==> src/design/smaf_pkg.sv <==
// Shared constants, FSM state type and controller command bundle for the moving average filter.
package smaf_pkg;

    localparam int READING_W        = 12;
    localparam int SAMPLES_W        = 4;
    localparam int WINDOW_DEPTH_DEF = 8;
    localparam int NUM_CHANNELS_DEF = 2;

    typedef enum logic [3:0] {
        ST_IDLE   = 4'b0001,
        ST_UPDATE = 4'b0010,
        ST_DIVIDE = 4'b0100,
        ST_DONE   = 4'b1000
    } state_t;

    typedef struct packed {
        logic accept;    // capture input, issue history read
        logic update;    // write history, update sum/fill/pointer, load divider
        logic div_step;  // one quotient bit
        logic out_load;  // move result to output register
    } cmd_t;

endpackage

==> src/design/sensor_moving_average_filter.sv <==
// Per item: accept (ST_IDLE), update (ST_UPDATE), divide (ST_DIVIDE), output load (ST_DONE).
// in_stall holds off new items outside ST_IDLE; the restoring divider, one quotient bit
// per cycle over SUM_W = 12 + clog2(WINDOW_DEPTH) bits, takes most of that time.
// A finished result waits in the output register while the next item is taken.
// Reset (rst_n, async, active low) clears fill counts, sums and pointers; no clearing pass.
module sensor_moving_average_filter
    import smaf_pkg::*;
#(
    parameter int WINDOW_DEPTH = WINDOW_DEPTH_DEF,
    parameter int NUM_CHANNELS = NUM_CHANNELS_DEF
) (
    input  logic                        clk,
    input  logic                        rst_n,
    input  logic                        in_valid,
    output logic                        in_stall,
    input  logic                        channel,
    input  logic signed [READING_W-1:0] raw_reading,
    output logic                        out_valid,
    input  logic                        out_stall,
    output logic signed [READING_W-1:0] average,
    output logic [SAMPLES_W-1:0]        samples_used
);

    localparam int SUM_W = READING_W + $clog2(WINDOW_DEPTH);

    cmd_t cmd;

    smaf_ctrl #(
        .SUM_W (SUM_W)
    ) u_ctrl (
        .clk       (clk),
        .rst_n     (rst_n),
        .in_valid  (in_valid),
        .in_stall  (in_stall),
        .out_valid (out_valid),
        .out_stall (out_stall),
        .cmd       (cmd)
    );

    smaf_dp #(
        .WINDOW_DEPTH (WINDOW_DEPTH),
        .NUM_CHANNELS (NUM_CHANNELS),
        .SUM_W        (SUM_W)
    ) u_dp (
        .clk          (clk),
        .rst_n        (rst_n),
        .cmd          (cmd),
        .channel      (channel),
        .raw_reading  (raw_reading),
        .average      (average),
        .samples_used (samples_used)
    );

endmodule

==> src/design/smaf_ctrl.sv <==
// Controller FSM: input/output handshakes and sequencing of the divider.
module smaf_ctrl
    import smaf_pkg::*;
#(
    parameter int SUM_W = READING_W + 3
) (
    input  logic clk,
    input  logic rst_n,
    input  logic in_valid,
    output logic in_stall,
    output logic out_valid,
    input  logic out_stall,
    output cmd_t cmd
);

    localparam int CNT_W = $clog2(SUM_W + 1);

    state_t           state_reg, state_next;
    logic [CNT_W-1:0] cnt_reg, cnt_next;
    logic             out_valid_reg, out_valid_next;
    logic             out_free;

    assign out_free  = !out_valid_reg || !out_stall;
    assign in_stall  = (state_reg != ST_IDLE);
    assign out_valid = out_valid_reg;

    always_comb
    begin
        state_next = state_reg;
        cnt_next   = cnt_reg;
        cmd        = '0;
        unique case (state_reg)
            ST_IDLE:
            begin
                if (in_valid)
                begin
                    cmd.accept = 1'b1;
                    state_next = ST_UPDATE;
                end
            end
            ST_UPDATE:
            begin
                cmd.update = 1'b1;
                cnt_next   = '0;
                state_next = ST_DIVIDE;
            end
            ST_DIVIDE:
            begin
                cmd.div_step = 1'b1;
                cnt_next     = cnt_reg + CNT_W'(1);
                if (cnt_reg == CNT_W'(SUM_W - 1))
                begin
                    state_next = ST_DONE;
                end
            end
            ST_DONE:
            begin
                if (out_free)
                begin
                    cmd.out_load = 1'b1;
                    state_next   = ST_IDLE;
                end
            end
            default:
            begin
                state_next = ST_IDLE;
            end
        endcase
    end

    always_comb
    begin
        out_valid_next = out_valid_reg;
        if (cmd.out_load)
        begin
            out_valid_next = 1'b1;
        end
        else if (!out_stall)
        begin
            out_valid_next = 1'b0;
        end
    end

    always_ff @(posedge clk or negedge rst_n)
    begin
        if (!rst_n)
        begin
            state_reg     <= ST_IDLE;
            cnt_reg       <= '0;
            out_valid_reg <= 1'b0;
        end
        else
        begin
            state_reg     <= state_next;
            cnt_reg       <= cnt_next;
            out_valid_reg <= out_valid_next;
        end
    end

endmodule

==> src/design/smaf_dp.sv <==
// Datapath: history memory, per-channel running sums and fill counts, restoring divider.
module smaf_dp
    import smaf_pkg::*;
#(
    parameter int WINDOW_DEPTH = WINDOW_DEPTH_DEF,
    parameter int NUM_CHANNELS = NUM_CHANNELS_DEF,
    parameter int SUM_W        = READING_W + $clog2(WINDOW_DEPTH)
) (
    input  logic                        clk,
    input  logic                        rst_n,
    input  cmd_t                        cmd,
    input  logic                        channel,
    input  logic signed [READING_W-1:0] raw_reading,
    output logic signed [READING_W-1:0] average,
    output logic [SAMPLES_W-1:0]        samples_used
);

    localparam int CH_W   = (NUM_CHANNELS > 1) ? $clog2(NUM_CHANNELS) : 1;
    localparam int PTR_W  = $clog2(WINDOW_DEPTH);
    localparam int FC_W   = $clog2(WINDOW_DEPTH + 1);
    localparam int MEM_D  = NUM_CHANNELS * WINDOW_DEPTH;
    localparam int ADDR_W = $clog2(MEM_D);

    // history store, one circular window per channel
    logic signed [READING_W-1:0] mem [MEM_D];

    logic [PTR_W-1:0]        ptr_reg  [NUM_CHANNELS];
    logic [FC_W-1:0]         fill_reg [NUM_CHANNELS];
    logic signed [SUM_W-1:0] sum_reg  [NUM_CHANNELS];

    logic [CH_W-1:0]             ch_in;
    logic [ADDR_W-1:0]           addr_in;
    logic [CH_W-1:0]             ch_reg;
    logic [ADDR_W-1:0]           addr_reg;
    logic signed [READING_W-1:0] reading_reg;
    logic signed [READING_W-1:0] old_reg;

    logic                    full;
    logic [FC_W-1:0]         fill_next;
    logic [PTR_W-1:0]        ptr_next;
    logic signed [SUM_W-1:0] sum_next;
    logic signed [SUM_W-1:0] drop;

    logic [SUM_W-1:0]  quo_reg, quo_next;
    logic [FC_W:0]     rem_reg, rem_next;
    logic [FC_W-1:0]   div_reg;
    logic              neg_reg;
    logic [FC_W:0]     trial;
    logic              ge;

    logic [SUM_W-1:0]           avg_full;
    logic [SAMPLES_W+FC_W-1:0]  samples_ext;
    logic signed [READING_W-1:0] average_reg;
    logic [SAMPLES_W-1:0]       samples_reg;
    logic [FC_W-1:0]            count_reg;

    // channel number taken modulo the channel count
    assign ch_in   = (NUM_CHANNELS > 1) ? CH_W'(channel) : '0;
    assign addr_in = ADDR_W'(ch_in) * ADDR_W'(WINDOW_DEPTH) + ADDR_W'(ptr_reg[ch_in]);

    // once the window is full the slot under the pointer holds the oldest reading
    assign full      = (fill_reg[ch_reg] == FC_W'(WINDOW_DEPTH));
    assign fill_next = full ? fill_reg[ch_reg] : fill_reg[ch_reg] + FC_W'(1);
    assign ptr_next  = (ptr_reg[ch_reg] == PTR_W'(WINDOW_DEPTH - 1)) ? '0
                                                                     : ptr_reg[ch_reg] + PTR_W'(1);
    assign drop      = full ? SUM_W'(old_reg) : '0;
    assign sum_next  = sum_reg[ch_reg] + SUM_W'(reading_reg) - drop;

    always_ff @(posedge clk)
    begin
        if (cmd.accept)
        begin
            old_reg <= mem[addr_in];
        end
    end

    always_ff @(posedge clk)
    begin
        if (cmd.update)
        begin
            mem[addr_reg] <= reading_reg;
        end
    end

    always_ff @(posedge clk)
    begin
        if (cmd.accept)
        begin
            ch_reg      <= ch_in;
            addr_reg    <= addr_in;
            reading_reg <= raw_reading;
        end
    end

    always_ff @(posedge clk or negedge rst_n)
    begin
        if (!rst_n)
        begin
            for (int i = 0; i < NUM_CHANNELS; i++)
            begin
                ptr_reg[i]  <= '0;
                fill_reg[i] <= '0;
                sum_reg[i]  <= '0;
            end
        end
        else if (cmd.update)
        begin
            ptr_reg[ch_reg]  <= ptr_next;
            fill_reg[ch_reg] <= fill_next;
            sum_reg[ch_reg]  <= sum_next;
        end
    end

    // restoring division of |sum| by the fill count, one quotient bit per cycle
    assign trial    = {rem_reg[FC_W-1:0], quo_reg[SUM_W-1]};
    assign ge       = (trial >= {1'b0, div_reg});
    assign rem_next = ge ? trial - {1'b0, div_reg} : trial;
    assign quo_next = {quo_reg[SUM_W-2:0], ge};

    always_ff @(posedge clk)
    begin
        if (cmd.update)
        begin
            quo_reg   <= sum_next[SUM_W-1] ? SUM_W'(-sum_next) : SUM_W'(sum_next);
            neg_reg   <= sum_next[SUM_W-1];
            rem_reg   <= '0;
            div_reg   <= fill_next;
            count_reg <= fill_next;
        end
        else if (cmd.div_step)
        begin
            quo_reg <= quo_next;
            rem_reg <= rem_next;
        end
    end

    assign avg_full    = neg_reg ? SUM_W'(-quo_reg) : quo_reg;
    assign samples_ext = {{SAMPLES_W{1'b0}}, count_reg};

    always_ff @(posedge clk)
    begin
        if (cmd.out_load)
        begin
            average_reg <= avg_full[READING_W-1:0];
            samples_reg <= samples_ext[SAMPLES_W-1:0];
        end
    end

    assign average      = average_reg;
    assign samples_used = samples_reg;

endmodule

==> config.mk <==
export PLATFORM = sky130hd
export DESIGN_NAME = sensor_moving_average_filter
export DESIGN_NICKNAME = d
export VERILOG_FILES = /design/src/design/smaf_pkg.sv /design/src/design/sensor_moving_average_filter.sv /design/src/design/smaf_ctrl.sv /design/src/design/smaf_dp.sv
export SDC_FILE = /design/constraint.sdc
export NUM_CORES = 1
export LEC_CHECK = 0
export ABC_AREA = 0
export BUFFER_PORTS_ARGS = -buffer_cell sky130_fd_sc_hd__buf_2
export CAP_MARGIN = 20
export CORE_MARGIN = 2
export CORE_UTILIZATION = 50
export DETAILED_ROUTE_END_ITERATION = 10
export PLACE_DENSITY_LB_ADDON = 0.12
export RECOVER_POWER = 100
export SLEW_MARGIN = 15
export SYNTH_ARGS = -nofsm -noshare
export SYNTH_HDL_FRONTEND = slang
export SYNTH_HIERARCHICAL = 1
export SYNTH_SLANG_ARGS = --single-unit
==> constraint.sdc <==
create_clock -name clk -period 5.7 [get_ports clk]
set_input_delay 1.14 -clock clk [delete_from_list [all_inputs] [get_ports clk]]
set_output_delay 1.14 -clock clk [all_outputs]
set_load 0.05 [all_outputs]
== After elaboration in Yosys (flattened, before gate mapping) ==
Memories as Yosys holds them, arrays and structs flattened. A register that Yosys moved wholly into a read port is not among the register bits.
Index checks and enable logic that the tools add are counted.
Widths: inputs -> output; s select.
Word-level totals
  memories: 1
  flip-flop bits (word level): 110
  RAM bits: 192
  input port bits: 17
Operators by class
  mux-type cells: 44
  $lt $le $gt $ge: 4
  add/subtract/negate cells: 9
  equal/unequal tests: 12
  reductions and logical operators: 7
  bitwise logic cells: 2
Memories
  u_dp.mem: depth 16, bits a word 12, rd ports 1, clocked after memory_dff 1, wr ports 1, line smaf_dp.sv:25  | logic signed [READING_W-1:0] mem [MEM_D];
Operators by type and width (count)
  $mux 15: 8
  $mux 4: 9
  $bwmux 30: 1
  $mux 3: 8
  $pmux 4 s4: 1
  $add 15x12->15: 1
  $demux 15 s1: 1
  $neg 15->15: 1
  $sub 15x15->15: 1
  $eq 4x4->1 const B: 3
  $mux 12: 1
  $neg 12->12: 1
  $mux 1: 10
  $add 4x1->4 const B: 2
  $bwmux 8: 1
  $pmux 4 s2: 1
  $bwmux 6: 1
  $ne 2x1->1 const B: 3
  $ge 5x4->1: 1
  $add 4x3->4: 1
  $demux 4 s1: 1
  $eq 4x1->1 const B: 1
  $eq 4x2->1 const B: 1
  $eq 4x3->1 const B: 1
  14 further kinds: 18

== Depth between registers and ports, before layout ==
  depth after elaboration: 10
  depth in mapped cells: 19
  gate-level depth less buffers: 18

== Hierarchy ==
Netlist, hierarchy kept.
Modules (own cells, without submodules)
  smaf_dp: seq. area each 8868.5 um^2, times used 1, cells each 1120, area each 13798.2 um^2
  smaf_ctrl: seq. area each 226.5 um^2, times used 1, cells each 46, area each 493.0 um^2

== Least setup slack after synthesis ==
Ideal clock, no wire load.
  path kind: register to register
  start point: reg u_dp.ch_reg
  end point: reg u_dp.quo_reg[5] (data pin)
  library setup time: 0.260 ns
  stages on the path, launching flop included: 19
  clock period less this slack: 4.669 ns
  required time: 5.440 ns
  path buffers: 4
  arrival: 4.409 ns
  slack: 1.031 ns
  cell sequence: edfxtp_1 > clkbuf_1 > mux2i_1 > ha_1 > nor2b_1 > clkbuf_1 > and2_1 > fa_1 > inv_1 > ha_1 > buf_6 > a2111o_1 > o211ai_2 > a221oi_2 > xnor2_1 > buf_4 > nor2_1 > xnor2_1 > mux2_2
Between the ends
  cells in the longest elaborated chain, start to end: 10
  elaborated cells between the ends (all ways): 14
  classes of those cells: add/sub: 3; eq/ne: 1; mux: 9; bitwise: 1
RTL lines
  start: declaration: line smaf_dp.sv:33  | logic [CH_W-1:0] ch_reg;
  start signal: assignment: line smaf_dp.sv:89  | ch_reg <= ch_in;
  $not 1->2 (not written as such) (*): line smaf_dp.sv:62, smaf_dp.sv:67
  branches (longest 5 deep; another with $add 15x12->15)
  $sub 15x15->15 (*): line smaf_dp.sv:67  | assign sum_next = sum_reg[ch_reg] + SUM_W'(reading_reg) - drop;
  $neg 15->15: line smaf_dp.sv:124  | quo_reg <= sum_next[SUM_W-1] ? SUM_W'(-sum_next) : SUM_W'(sum_next);
  $mux 15 (*): line smaf_dp.sv:124
  $mux 15 (*): line smaf_dp.sv:122  | if (cmd.update)
  end signal: assignment: line smaf_dp.sv:124
  end signal: assignment: line smaf_dp.sv:132  | quo_reg <= quo_next;
  end: declaration: line smaf_dp.sv:44  | logic [SUM_W-1:0] quo_reg, quo_next;
Every way passes the cells marked *. The select of a mux whose other input is x is not followed.
A chain may end at the register's enable or synchronous reset.

== Worst setup path after layout ==
  start point: reg u_dp.ch_reg
  end point: reg u_dp.quo_reg[11] (data pin)
Same word-level chain as after synthesis.

==> results.toml <==
[global_route]
track_usage_pct = 21.1
use_met2_pct = 36.2
use_met3_pct = 3.03
grt_overflow = 0
busiest_layer = "met2"
grt_pass1_wl_um = 49600
grt_max_degree = 97
first_global_vias = 8759
antenna_found_initial = 0
grt_use_met1_pct = 28.3

[placed_design]
placed_area_um2 = 15000
port_buffers = 34
dp_hpwl_um = 19400
globalplace.congestion = 0.796

[floorplanning]
start_util_pct = 51.2
die-area_um2 = 30000
die_h_um = 173
ioPinCount = 35
std_cell_rows = 61
die_w_um = 173
core_area_um2 = 27900

[clocking]
clk_latency_ns = 0.51
cts_buffers = 35
htreeDepth = 2
cts_sinks = 313
hold_buffers = 0
path_clk_slew_ns = 0.06
cts_root_buffer = "clkbuf_16"
cts_tree = "built"
cts_buffer_depth = 3
cts_resized = 0
cts_setup_buffers = 0

[synthesis]
synth.avg_cell_area_um2 = 12.3
ys_ff_latch = 313
yosys.cell_count.top_type = "nand2_1"
yosysWarnings = 6
synth_top_area_share_pct = 53.8
synth_edf_count = 256
ys_seq_area_share_pct = 63.6
netlist_instances = 1166
synth_top_area_cell = "edfxtp_1"
async_flop_share_pct = 16.9
synth_common_cells = "nand2_1 (261), edfxtp_1 (256), inv_1 (57)"
synth_top_flop_cell = "edfxtp_1"
synthTopCellsByArea = "edfxtp_1 (54%), dfrtp_1 (9.1%), nand2_1 (6.9%), a31oi_1 (2.4%), ha_1 (2.4%)"
synth_area_um2 = 14300
syn_nets = 1225
yosysUniqueCellTypes = 70

[setup_path]
crit_path_start_kind = "flip-flop"
cpPeakStageDelay_ns = 0.56
critPathTopFamily = "simple AND/OR/NAND/NOR gates"
crit_path_max_fanout = 10
crit_chain = "mux2i_1, ha_1, nor2b_1, buf_4, and2_0, fa_1, inv_1, ha_1, a211oi_1, nor2_1, xnor2_1, nor3b_1, and2_0, a21oi_1, xnor2_1, mux2_2"
critical_path.slowest_cell = "edfxtp_1"
worst_ep_required_time_ns = 5.96
timing.critical_path.to_type = "flip-flop"
crit_type = "flip-flop to flip-flop"
cp.arrival_ns = 5.55
path_buf_inv = 2

[sta]
period_share_pct = 92.9
slew_viol_final = 311
setup_tns_ns = 0
fin_worst_skew_ns = 0.0118
min_period_ns = 5.29
tightest_slew_ns = 3.03
hold_violations = 0
maxSlewHeadroom_pct = -102
rsz0062_at_grt = "false"
max_freq_ghz = 0.189
holdWs_ns = 0.466
final-setup-viol-count = 0

[detailed_routing]
vias_per_cell = 5.56
drcViolationCount = 0
wl_um = 31300
ant_nets = 0
vias = 8963
wire_per_inst_um = 19.4
firstDrtPassIters = 4
dr.first_iter.drc_count = 646

[finish]
largest_reg_flops = 192
drive_gt1_share_pct = 9.33
design_area_um2 = 15900
antenna_cells = 0
utilization_pct = 57.0
area_growth_pct = 11.4
finalNetCount = 1265

[run]
drv_cap = 12

[run_status]
outcome = "finished with violations"
violations = "max-capacitance violations, max-slew violations"

[hold_path]
min_path_type = "flip-flop to flip-flop"

[power_and_ir_drop]
total_power_mw = 9.41
peakVddDrop_v = 0.000334
leakagePower_nw = 6.06
cellPowerDensity_nw_per_um2 = 591
==> worst register-to-register path, delay by kind of cell (launching register included) <==
kind / cells / cell delay, ns
AO/OA/AOI/OAI: 2 / 0.56
XOR/XNOR: 2 / 0.60
adder cells (fa/ha/maj): 3 / 0.92
buffers and inverters: 2 / 0.33
flip-flops: 1 / 0.56
multiplexers: 2 / 0.68
AND/OR/NAND/NOR: 5 / 1.39
==> metal layers <==
metal | vias up | wire length, µm
li1 | 4253 | -
met1 | 4466 | 13700
met2 | 197 | 15600
met3 | 47 | 1410
met4 | 0 | 601
met5 | - | 0
==> cells in the final DEF, fill, tap and decap left out, types with 13 or more instances in the layout <==
master     count
fa_1          15
mux2_2        14
a21oi_1       36
ha_1          27
mux2i_1       20
nand3_1       14
dfrtp_1       52
buf_2         14
nor3_1        14
xor2_1        13
inv_1         59
o21ai_0       51
a31oi_1       54
and3_1        50
nor2_1        35
edfxtp_1     256
clkbuf_16     36
clkbuf_1      46
nand2_1      261
xnor2_1       25
==> worst paths after layout <==
| path | start | endpoint | slack (ns) | depth (start not counted) |
|---|---|---|---|---|
| worst max-delay path | u_dp/ch_reg$_DFFE_PP_ | u_dp/quo_reg[11]$_DFFE_PP_ | 0.41 | 16 |
| worst min-delay path | u_ctrl/cnt_reg[3]$_DFFE_PN0P_ | u_ctrl/cnt_reg[3]$_DFFE_PN0P_ | 0.47 | 1 |
| worst max register to register | u_dp/ch_reg$_DFFE_PP_ | u_dp/quo_reg[11]$_DFFE_PP_ | 0.41 | 16 |
| worst min register to register | u_ctrl/cnt_reg[3]$_DFFE_PN0P_ | u_ctrl/cnt_reg[3]$_DFFE_PN0P_ | 0.47 | 1 |
| max in group asynchronous | rst_n | u_dp/ptr_reg[1]$_DFFE_PN0P_ | 2.26 | 2 |
| min in group asynchronous | rst_n | u_ctrl/cnt_reg[3]$_DFFE_PN0P_ | 1.72 | 2 |
==> final cells by class <==
type,count,area (µm²)
fillers,2350,12000
flip-flops and latches,313,9090
multi-input cells,734,4710
clock buffers,44,951
well taps,378,473
repair buffers,61,270
inverters,61,229
clock inverters,20,190
==> kinds of logic (layout without fill, tap and decap cells) <==
group | after synthesis | after routing | synth area share (%)
adders and majority gates | 42 | 42 | 4.47
muxes | 50 | 50 | 4.80
DFF | 313 | 313 | 63.6
xor gates and xnor gates | 39 | 39 | 2.50
buffers and inverters | 119 | 186 | 3.29
and+or+nand+nor | 428 | 428 | 13.7
AOI/OAI and AO/OA | 175 | 175 | 7.65
==> per-stage QoR <==
step	setup slack, ns	instances
2_1_floorplan	1.03	1166
6_report	0.405	1611
5_1_grt	0.0232	1611
3_5_place_dp	0.438	1547
3_3_place_gp	0.249	1544
4_1_cts	0.431	1611
==> report_power, final <==
part	internal, mW	total (mW)	switching (mW)
registers	2.93	3.18	0.247
clock network	1.32	2.21	0.888
logic	1.52	4.01	2.49
Power figures use the tool's default switching activity.
